**config.mk**
```make
export PLATFORM = sky130hd
export DESIGN_NAME = jllc_regs
export DESIGN_NICKNAME = d
export VERILOG_FILES = /design/src/rtl/jllc_pkg.sv /design/src/rtl/jllc_regs.sv
export SDC_FILE = /design/constraint.sdc
export NUM_CORES = 1
export LEC_CHECK = 0
export ABC_AREA = 1
export CORE_MARGIN = 1.5
export CORE_UTILIZATION = 35
export CTS_CLUSTER_DIAMETER = 50
export CTS_CLUSTER_SIZE = 14
export DETAILED_ROUTE_END_ITERATION = 6
export DONT_BUFFER_PORTS = 1
export SYNTH_ARGS = -nofsm -noshare
export SYNTH_HDL_FRONTEND = slang
export SYNTH_SLANG_ARGS = --single-unit
```
**constraint.sdc**
```tcl
create_clock -name clk -period 1.1 [get_ports clk]
set_clock_uncertainty 0.2 [all_clocks]
set_input_delay 0.055 -clock clk [delete_from_list [all_inputs] [get_ports clk]]
set_output_delay 0.055 -clock clk [all_outputs]
set_load 0.03 [all_outputs]
```
**src/rtl/jllc_pkg.sv**
```systemverilog
`timescale 1ns / 1ps
// ----------------------------------------------------------------------------
// jllc_pkg
// Shared types, codes and reset values of the jog/latch local command unit.
// ----------------------------------------------------------------------------
package jllc_pkg;

  localparam int unsigned ModeW = 3;
  localparam int unsigned CmdW  = 2;
  localparam int unsigned SysW  = 2;
  localparam int unsigned CalW  = 2;
  localparam int unsigned CntW  = 8;
  localparam int unsigned AddrW = 3;
  localparam int unsigned DataW = 32;

  // Event codes
  localparam logic [ModeW-1:0] EV_LOCK_TICK    = 3'd0;
  localparam logic [ModeW-1:0] EV_OPEN_PRESS   = 3'd1;
  localparam logic [ModeW-1:0] EV_CLOSE_PRESS  = 3'd2;
  localparam logic [ModeW-1:0] EV_CAL_TICK     = 3'd3;
  localparam logic [ModeW-1:0] EV_CONTROL_TICK = 3'd4;

  // Motor commands
  localparam logic [CmdW-1:0] CMD_STOP  = 2'd0;
  localparam logic [CmdW-1:0] CMD_OPEN  = 2'd1;
  localparam logic [CmdW-1:0] CMD_CLOSE = 2'd2;

  // System modes
  localparam logic [SysW-1:0] SYS_LOCAL  = 2'd0;
  localparam logic [SysW-1:0] SYS_CAL_HI = 2'd1;
  localparam logic [SysW-1:0] SYS_CAL_LO = 2'd2;

  // Calibration requests
  localparam logic [CalW-1:0] CAL_NONE = 2'd0;
  localparam logic [CalW-1:0] CAL_HI   = 2'd1;
  localparam logic [CalW-1:0] CAL_LO   = 2'd2;

  // Register indexes (word address bit 2)
  localparam logic REG_LOCK_DELAY = 1'b0;
  localparam logic REG_CAL_HOLD   = 1'b1;

  localparam logic [CntW-1:0] LOCK_DELAY_RESET = 8'd40;
  localparam logic [CntW-1:0] CAL_HOLD_RESET   = 8'd15;

  typedef struct packed {
    logic [CntW-1:0] lock_delay;
    logic [CntW-1:0] cal_hold_ticks;
  } cfg_t;

  typedef struct packed {
    logic [ModeW-1:0] mode;
    logic             open_pressed;
    logic             close_pressed;
    logic             stop_pressed;
    logic             local_selected;
    logic [SysW-1:0]  system_mode;
    logic             direct_valid;
    logic [CmdW-1:0]  direct_command;
  } item_t;

endpackage

```
**src/rtl/jllc_regs.sv**
```systemverilog
`timescale 1ns / 1ps
// ----------------------------------------------------------------------------
// jllc_regs
// APB register file: lock delay and calibration hold reload.
// ----------------------------------------------------------------------------
module jllc_regs import jllc_pkg::*; (
  input  logic             clk,
  input  logic             rst_n,
  input  logic             cfg_psel,
  input  logic             cfg_penable,
  input  logic             cfg_pwrite,
  input  logic [AddrW-1:0] cfg_paddr,
  input  logic [DataW-1:0] cfg_pwdata,
  output logic [DataW-1:0] cfg_prdata,
  output logic             cfg_pready,
  output cfg_t             cfg
);

  cfg_t cfg_r;
  logic wr_en;

  assign wr_en      = cfg_psel & cfg_penable & cfg_pwrite;
  assign cfg_pready = 1'b1;
  assign cfg        = cfg_r;

  always_ff @(posedge clk) begin
    if (!rst_n) begin
      cfg_r.lock_delay     <= LOCK_DELAY_RESET;
      cfg_r.cal_hold_ticks <= CAL_HOLD_RESET;
    end else if (wr_en) begin
      unique case (cfg_paddr[2])
        REG_LOCK_DELAY: cfg_r.lock_delay     <= cfg_pwdata[CntW-1:0];
        REG_CAL_HOLD:   cfg_r.cal_hold_ticks <= cfg_pwdata[CntW-1:0];
        default:        ;
      endcase
    end
  end

  always_comb begin
    unique case (cfg_paddr[2])
      REG_LOCK_DELAY: cfg_prdata = {{(DataW-CntW){1'b0}}, cfg_r.lock_delay};
      REG_CAL_HOLD:   cfg_prdata = {{(DataW-CntW){1'b0}}, cfg_r.cal_hold_ticks};
      default:        cfg_prdata = '0;
    endcase
  end

endmodule

```
## Word-level counts from Yosys, hierarchy flattened

Cells that the tools add are included.

- Word-level logic and storage cells: 8
- Output and inout port bits: 49
- Input port bits: 40
- Flip-flop bits (word level): 16

- Mux-type cells: 1
- Bitwise logic cells: 3
- Reduce and logical (&&, ||, !) cells: 2

Operators by type and width:

| kind | number |
|---|---|
| case mux 32 bit (2 select lines) | 1 |
| AND reduction 2 bit | 2 |
| bitwise AND 1 bit | 2 |
| NOT 1 bit | 1 |

## Longest topological paths before layout

Gate-level depths: netlist of the first run.

- Depth in word-level cells: 3
- Depth in mapped cells: 6
- Gate-level depth less buffers: 5

## Worst setup path before layout of the first run

OpenSTA, ideal clock, no wires.

- Kind: register -> output
- From: register cfg_r, in the netlist cfg[4]
- To: output cfg_prdata[4]
- Setup slack: 34 ps
- Data arrival time: 811 ps
- Required time: 845 ps
- Cell stages (with the launch flop): 3
- Buffers on the path: 0
- Cells stage by stage: dfxtp_1 > nand2_1 > nand2_1

- Cells in the longest elaborated chain, start to end: 1

RTL lines:

| item | RTL line | RTL |
|---|---|---|
| start, declared | jllc_regs.sv:19 | `cfg_t cfg_r;` |
| case mux 32 bit (2 select lines) | jllc_regs.sv:40 | `unique case (cfg_paddr[2])` |
| end, declared | jllc_regs.sv:14 | `output logic [DataW-1:0] cfg_prdata,` |

No other way between the ends. The select of a mux whose other input is x is not followed.

## Worst setup path in the final report of the first run

- From: register cfg_r, in the netlist cfg[11]
- To: output cfg_prdata[3]

Same word-level chain as after synthesis.

==> results of run 1 <==
==> Yosys cell counts, drive strengths merged <==
library cell  number  area [um2]
inv                9        33.8
clkbuf             1        3.75
nor2              23        96.4
buf               29         208
nand3             17        85.1
conb               2        7.51
dfxtp             16         320
nand2             49         184
==> worst min path at each step <==
stage / start / endpoint
finish: cfg_paddr[2] / cfg[6]
global route: cfg_paddr[2] / cfg[6]
CTS: cfg_paddr[2] / cfg[6]
detailed placement: rst_n / cfg[1]
global placement: rst_n / cfg[3]
floorplan: cfg_pwdata[3] / cfg[11]
==> layout make-up <==
cell class,instances,area (um2)
Multi-Input combinational cell,114,507
Inverter,9,33.8
Tap cell,30,37.5
Sequential cell,16,340
Clock buffer,4,36.3
Timing Repair Buffer,33,345
Fill cell,264,1200
==> cell families (layout without fill, tap and decap cells) <==
group                  Yosys count  in the layout  synth area share
buffers and inverters           39             46             0.261
flip-flops                      16             16             0.341
other                            2             25           0.00800
AND/OR/NAND/NOR                 89             89             0.389
==> report_power, final <==
part	total (mW)	internal (mW)	switching (mW)
Combinational	0.425	0.136	0.289
Sequential	0.620	0.604	0.0165
Clock	0.390	0.201	0.189
==> worst reg2reg max path: cells and delay by family, from the launching register on <==
family	cells	cell delay [ps]
AND/OR/NAND/NOR	2	140
buffers and inverters	1	130
flip-flops	1	330
==> repair_timing <==
item / 4_1_cts / 5_1_grt
setup endpoints to repair: 10 / 25
gates resized for setup: 27 / 10
pin swaps: 1 / 4
cloned: 0 / 0
hold endpoints to repair: 16 / 16
buffers inserted: 0 / 4
==> metal layers <==
layer | share of wire | wire, um
met5 | 0 | 0
met4 | 0.0066 | 14
met3 | 0.070 | 150
met2 | 0.53 | 1140
met1 | 0.39 | 831
==> stage by stage <==
stage          hold WS, ps  instances  TNS (ps)
2_1_floorplan        -18.9        169         0
3_3_place_gp         -57.5        191         0
3_5_place_dp         -55.2        191         0
4_1_cts               -269        202      -690
5_1_grt               -281        206      -919
6_report              -262        206      -388
==> qor.yml, run 1 <==
grt_pass1_wl_mm: 3.30
drtAntennaViolNets: 0
synth_area_per_cell_um2: 6.43
routed_wl_mm: 2.13
critPathSlowestCell: "dfxtp_2"
critPathBufInv: 1
slew_headroom: 0.611
dp_hpwl_mm: 1.54
finalInstanceArea_um2: 1300
h-tree-depth: 1
clk_pin_slew_ps: 100
crit_end: "cfg_prdata[3]"
worstPathRequired_ps: 840
first_global_vias: 808
cts_buffers: 3
cts_num_sinks: 16
use_met2: 0.308
rsz0062_at_grt: "true"
ctsLongestPathBuffers: 2
die_x_um: 54.8
power.density_nw_per_um2: 1100
critPathLaunchType: "register"
cts_root_buf: "clkbuf_4"
cp.arrival_ps: 910
drtPass1Iterations: 4
rows: 18
layout_commonest_cell: "nand2_1"
worst_pin_slew_ps: 584
setup_viol: 10
hold_buffers: 7
syn_to_final_growth_pct: 38.5
drv_cap: 0
fin_nets: 217
antenna_found_initial: 0
synth_cell_types: 12
path_depth: 3
timing.fmax_mhz: 859
ys_seq_area_frac: 0.341
grtUsageTotal: 0.154
use_met3: 0.0301
initial_core_util: 0.375
endpoint_kind: "output pin"
vias: 876
synth.ff_latch_count: 16
num_antenna_cells: 0
critical_path.cell_chain: "nand2_1, nand2_2, buf_12"
synthCells: 146
holdWs_ps: -262
vdd_ir_drop_max_v: 0.000580
syn_area_um2: 938
dieArea_um2: 3000
leakagePower_nw: 0.674
die_h_um: 54.8
final_util: 0.520
r2r_start: "cfg[10]"
drc: 0
final_cell_mix: "nand2_1, conb_1, nor2_1"
yosys_warnings: 0
crit_family: "flip-flops"
ff2ff_path_depth: 3
r2r-end: "cfg[10]"
cp_slowest_stage_delay_ps: 360
hold_class: "input port to register"
largest_reg_flops: 16
path_class: "register to output pin"
drt_iter0_drc: 15
wire_per_inst_um: 10.4
port-buffer-count: 0
ios: 89
core_area_um2: 2500
status: "finished, violations left"
gp_congestion: 0.739
r2r_slack_ps: 200
finalCriticalPeriod_ps: 1160
clk_latency_ps: 280
crit_fanout: 3
period_share: 1.06
grt-ovfl-total: 0
slew_viol_final: 0
grt-busiest-layer: "met2"
preCtsSetupSlack_ps: 103
whs_path_depth: 3
place_area_um2: 1080
layout-drive-gt1-share: 0.352
finalPower_mw: 1.44
viasPerCell: 4.25
violations: "negative hold slack, negative setup slack"
finalHoldViolations: 16
cts_tree: "done"
setup_slack_ps: -63.6
critPathLaunch: "cfg[11]"
met1_usage: 0.151
grt_max_degree: 17
(Power assumes the default switching activity.)
==> run 2, diff against run 1 <==
--- a/config.mk
+++ b/config.mk
@@ -12,6 +12,7 @@
 export CTS_CLUSTER_SIZE = 14
 export DETAILED_ROUTE_END_ITERATION = 6
 export DONT_BUFFER_PORTS = 1
+export SKIP_LAST_GASP = 1
 export SYNTH_ARGS = -nofsm -noshare
 export SYNTH_HDL_FRONTEND = slang
 export SYNTH_SLANG_ARGS = --single-unit
==> constraint.sdc (replaced) <==
create_clock -name clk -period 1.3 [get_ports clk]
set_clock_uncertainty 0.2 [all_clocks]
set_input_delay 0.065 -clock clk [delete_from_list [all_inputs] [get_ports clk]]
set_output_delay 0.065 -clock clk [all_outputs]
set_load 0.03 [all_outputs]
==> qor.yml, run 2 (synthesis gave the netlist of run 1 again) <==
vias: 944  # +7.8%
antenna_found_initial: 0  # unchanged
drtPass1Iterations: 4  # unchanged
setup_slack_ps: 73.3  # +137 ps
p_seq_frac: 0.440  # +0.008
internal-power_mw: 0.762  # -19%
cp.arrival_ps: 960  # +50 ps
slew_headroom: 0.617  # +0.00649
h-tree-depth: 1  # unchanged
worstPathRequired_ps: 1030  # +190 ps
layout_commonest_cell: "nand2_1"
final_cells: 209  # +1.5%
preCtsSetupSlack_ps: 273  # +170 ps
critical_path.cell_chain: "nand2_1, nand2_1"
path_class: "register to output pin"
grtUsageTotal: 0.173  # +0.0188
critPathLaunchType: "register"
cts_root_buf: "clkbuf_4"
hold_class: "input port to register"
fill_cells: 283  # +7.2%
clk_pin_slew_ps: 100  # about the same
critPathBufInv: 0  # -1
core_area_um2: 2500  # unchanged
ios: 89  # unchanged
drv_cap: 0  # unchanged
leakagePower_nw: 0.638  # -5.4%
final_util: 0.487  # -0.0325
grt_max_degree: 17  # unchanged
final_cell_mix: "nand2_1, conb_1, nor2_1"
largest_reg_flops: 16  # unchanged
dieArea_um2: 3000  # unchanged
setup_viol: 0  # -10
rows: 18  # unchanged
die_x_um: 54.8  # unchanged
rsz0062_at_grt: "false"
fin_nets: 220  # +1.4%
num_antenna_cells: 0  # unchanged
timing.fmax_mhz: 815
power.density_nw_per_um2: 968  # -12%
gp_congestion: 0.744  # +0.66%
cts_tree: "done"
routed_wl_mm: 2.36  # +10%
finalPower_mw: 1.18  # -18%
cp_slowest_stage_delay_ps: 370  # about the same
fin_tns_setup_ps: 0  # +388 ps
grt_pass1_wl_mm: 3.64  # +10%
syn_to_final_growth_pct: 29.9
layout-drive-gt1-share: 0.140  # -0.213
finalHoldViolations: 2  # -14
period_share: 0.944
critPathSlowestCell: "dfxtp_1"
cts_num_sinks: 16  # unchanged
first_global_vias: 875  # +8.3%
power_switching_mw: 0.418  # -15%
dp_hpwl_mm: 1.51  # -2.3%
holdWs_ps: -18.2  # +244 ps
cts_buffers: 3  # unchanged
slew_viol_final: 0  # unchanged
place_inst: 186  # -2.6%
clock_power_share: 0.287  # +0.015
drt_iter0_drc: 9  # -6
ctsLongestPathBuffers: 2  # unchanged
crit_family: "flip-flops"
drc: 0  # unchanged
endpoint_kind: "output pin"
crit_fanout: 3  # unchanged
cts_setup_buffers: 0  # unchanged
netSwitchingFraction: 0.354  # +0.00973
viasPerCell: 4.52  # +6.2%
port-buffer-count: 0  # unchanged
vdd_ir_drop_max_v: 0.000589  # +1.5%
status: "finished, violations left"
die_h_um: 54.8  # unchanged
combPwrFrac: 0.273  # -0.023
wire_per_inst_um: 11.3  # +8.9%
clk_latency_ps: 290  # about the same
grt-ovfl-total: 0  # unchanged
drtAntennaViolNets: 0  # unchanged
worst_pin_slew_ps: 572  # -11.6 ps
violations: "negative hold slack"
initial_core_util: 0.375  # unchanged
crit_top_cell: "nand2_1"
finalCriticalPeriod_ps: 1230
-- run 2: worst register-to-register path, cell delays in order (launching register included) --
cell and delay, ps:
dfxtp_1 320, buf_4 170, nand2_1 70, nand3_1 50
-- run 2: per-stage QoR --
| step | hold slack, ps | area (um2) |
|---|---|---|
| 2_1_floorplan | -8.87 | 1020 |
| 3_3_place_gp | -47.8 | 978 |
| 6_report | -18.2 | 1220 |
| 4_1_cts | 8.80 | 1200 |
| 5_1_grt | 25.3 | 1220 |
| 3_5_place_dp | -43.7 | 978 |
-- run 2: layout make-up --
type | count | area [um2] | area share
inverter | 9 | 33.8 | 0.0277
clock buffer | 4 | 36.3 | 0.0298
timing repair buffer | 36 | 324 | 0.266
sequential | 16 | 320 | 0.263
multi-input combinational | 114 | 467 | 0.383
tap | 30 | 37.5 | 0.0308
-- run 2: worst paths after layout --
path	cells after the start	slack, ps	endpoint	start
worst max-delay path	2	70	cfg_prdata[7]	cfg[7]
worst min-delay path	6	-20	cfg[11]	cfg_pwrite
worst max register to register	3	370	cfg[3]	cfg[3]
worst min register to register	2	300	cfg[2]	cfg[2]
-- run 2: layer usage --
metal  up-vias  GRT usage  routed length [um]
li1        461          -                   -
met1       440      0.176                 854
met2        39      0.321                1280
met3         4     0.0437                 191
met4         0     0.0875                  29
met5         -          0                   0
-- run 2: repair_timing --
action,in CTS,in global routing
hold buffers,19,1
hold endpoints to repair,16,4
resized for setup,0,4
endpoints found under the setup margin,0,12
-- run 2: power by group through the flow --
| stage | clock [mW] | sequential (mW) | combinational (mW) |
|---|---|---|---|
| global placement | 0 | 0.530 | 0.265 |
| finish | 0.338 | 0.519 | 0.322 |
| global route | 0.376 | 0.522 | 0.350 |
| detailed placement | 0 | 0.531 | 0.268 |
| floorplan | 0 | 0.564 | 0.260 |
| CTS | 0.352 | 0.520 | 0.315 |
==> run 3, diff against run 2 <==
--- a/config.mk
+++ b/config.mk
@@ -12,6 +12,7 @@
 export CTS_CLUSTER_SIZE = 14
 export DETAILED_ROUTE_END_ITERATION = 6
 export DONT_BUFFER_PORTS = 1
+export RECOVER_POWER = 25
 export SKIP_LAST_GASP = 1
 export SYNTH_ARGS = -nofsm -noshare
 export SYNTH_HDL_FRONTEND = slang
==> qor.yml, run 3 (synthesis gave the netlist of run 1 again) <==
status: "finished, violations left"
violations: "negative hold slack"
vias: 944  # unchanged
vdd_ir_drop_max_v: 0.000592  # +0.52%
ios: 89  # unchanged
final_cells: 209  # unchanged
initial_core_util: 0.375  # unchanged
setup_viol: 0  # unchanged
grt_pass1_wl_mm: 3.64  # unchanged
rows: 18  # unchanged
gp_congestion: 0.744  # unchanged
dieArea_um2: 3000  # unchanged
grt-ovfl-total: 0  # unchanged
period_share: 0.943  # about the same
grt_max_degree: 17  # unchanged
antenna_found_initial: 0  # unchanged
fin_tns_setup_ps: 0  # unchanged
critical_path.cell_chain: "nand2_1, nand2_1"
rsz0062_at_grt: "false"
clk_latency_ps: 290  # about the same
holdWs_ps: -23.9  # -5.70 ps
combPwrFrac: 0.268  # -0.005
crit_family: "flip-flops"
critPathLaunchType: "register"
cts_tree: "done"
final_util: 0.478  # -0.00901
wire_per_inst_um: 11.3  # -0.17%
drc: 0  # unchanged
slew_headroom: 0.606  # -0.0117
power.density_nw_per_um2: 987  # +2.0%
core_area_um2: 2500  # unchanged
first_global_vias: 875  # unchanged
layout-drive-gt1-share: 0.140  # unchanged
power_switching_mw: 0.424  # +1.5%
slew_viol_final: 0  # unchanged
cts_buffers: 3  # unchanged
ctsLongestPathBuffers: 2  # unchanged
hold_class: "input port to register"
cts_num_sinks: 16  # unchanged
die_h_um: 54.8  # unchanged
final_cell_mix: "nand2_1, conb_1, nor2_1"
largest_reg_flops: 16  # unchanged
viasPerCell: 4.52  # unchanged
path_class: "register to output pin"
cts_root_buf: "clkbuf_4"
leakagePower_nw: 0.632  # -0.99%
h-tree-depth: 1  # unchanged
critPathSlowestCell: "dfxtp_1"
routed_wl_mm: 2.35  # -0.17%
cp_slowest_stage_delay_ps: 380  # about the same
clock_power_share: 0.292  # +0.005
place_area_um2: 978  # unchanged
finalInstanceArea_um2: 1200  # -1.8%
critPathBufInv: 0  # unchanged
netSwitchingFraction: 0.359  # +0.00499
cp.arrival_ps: 960  # about the same
r2r_start: "cfg[3]"
cts_setup_buffers: 0  # unchanged
fin_nets: 220  # unchanged
dp_hpwl_mm: 1.51  # unchanged
p_seq_frac: 0.440  # about the same
clk_pin_slew_ps: 100  # about the same
die_x_um: 54.8  # unchanged
syn_to_final_growth_pct: 27.5
layout_commonest_cell: "nand2_1"
critPathLaunch: "cfg[6]"
internal-power_mw: 0.757  # -0.71%
port-buffer-count: 0  # unchanged
crit_fanout: 3  # unchanged
worstPathRequired_ps: 1030  # about the same
endpoint_kind: "output pin"
drtPass1Iterations: 4  # unchanged
finalCriticalPeriod_ps: 1230  # -0.603 ps
drtAntennaViolNets: 0  # unchanged
finalPower_mw: 1.18  # about the same
grtUsageTotal: 0.173  # unchanged
crit_top_cell: "nand2_1"
drv_cap: 0  # unchanged
num_antenna_cells: 0  # unchanged
drt_iter0_drc: 8  # -1
timing.fmax_mhz: 816  # about the same
worst_pin_slew_ps: 590  # +17.5 ps
finalHoldViolations: 4  # +2
place_inst: 186  # unchanged
hold_start: "cfg_pwrite"
## run 3: changes by cell type in the layout (fill, tap and decap cells not counted), sizes merged
cell    change
clkbuf      +9
buf         -9
## run 3: worst paths after layout
kind | slack [ps] | endpoint | depth (start not counted)
setup / recovery | 70 | cfg_prdata[6] | 2
hold / removal | -20 | cfg[11] | 6
setup reg to reg | 310 | cfg[3] | 3
hold reg to reg | 290 | cfg[13] | 2
## run 3: repair_timing
| item | 4_1_cts | 5_1_grt |
|---|---|---|
| gates resized for setup | 0 | 4 |
| hold endpoints to repair | 16 | 4 |
| hold buffers | 19 | 1 |
| setup endpoints to repair | 0 | 12 |
## run 3: layer usage
metal  part of all wire  GRT usage  vias to the layer above  wire, um
met5                  0          0                        -         0
met4              0.017     0.0875                        0        40
met3              0.083     0.0437                        5       195
met2               0.53      0.321                       42      1260
met1               0.36      0.176                      436       859
li1                   -          -                      461         -
## run 3: power by group through the flow
stage	sequential, mW	clock [mW]	combinational (mW)
floorplan	0.564	0	0.260
global placement	0.530	0	0.265
detailed placement	0.531	0	0.268
CTS	0.520	0.352	0.315
global route	0.522	0.376	0.345
finish	0.519	0.345	0.317
## run 3: per-stage QoR
step,setup slack (ps),hold WS (ps)
after global routing,4.22,25.3
after detailed placement,273,-43.7
after global placement,302,-47.8
final,73.9,-23.9
after floorplan,224,-8.87
after CTS,34.6,8.80
## run 3: cell type report
cell class | instances | area (um2)
clock buffers | 4 | 36.3
multi-input cells | 114 | 467
inverters | 9 | 33.8
fillers | 287 | 1300
well taps | 30 | 37.5
repair buffers | 36 | 302
flip-flops and latches | 16 | 320
## run 3: worst register-to-register path, stage by stage, from the launching register on
cell      delay [ps]
dfxtp_1          320
clkbuf_2         190
nand2_1          100
nand3_1           60
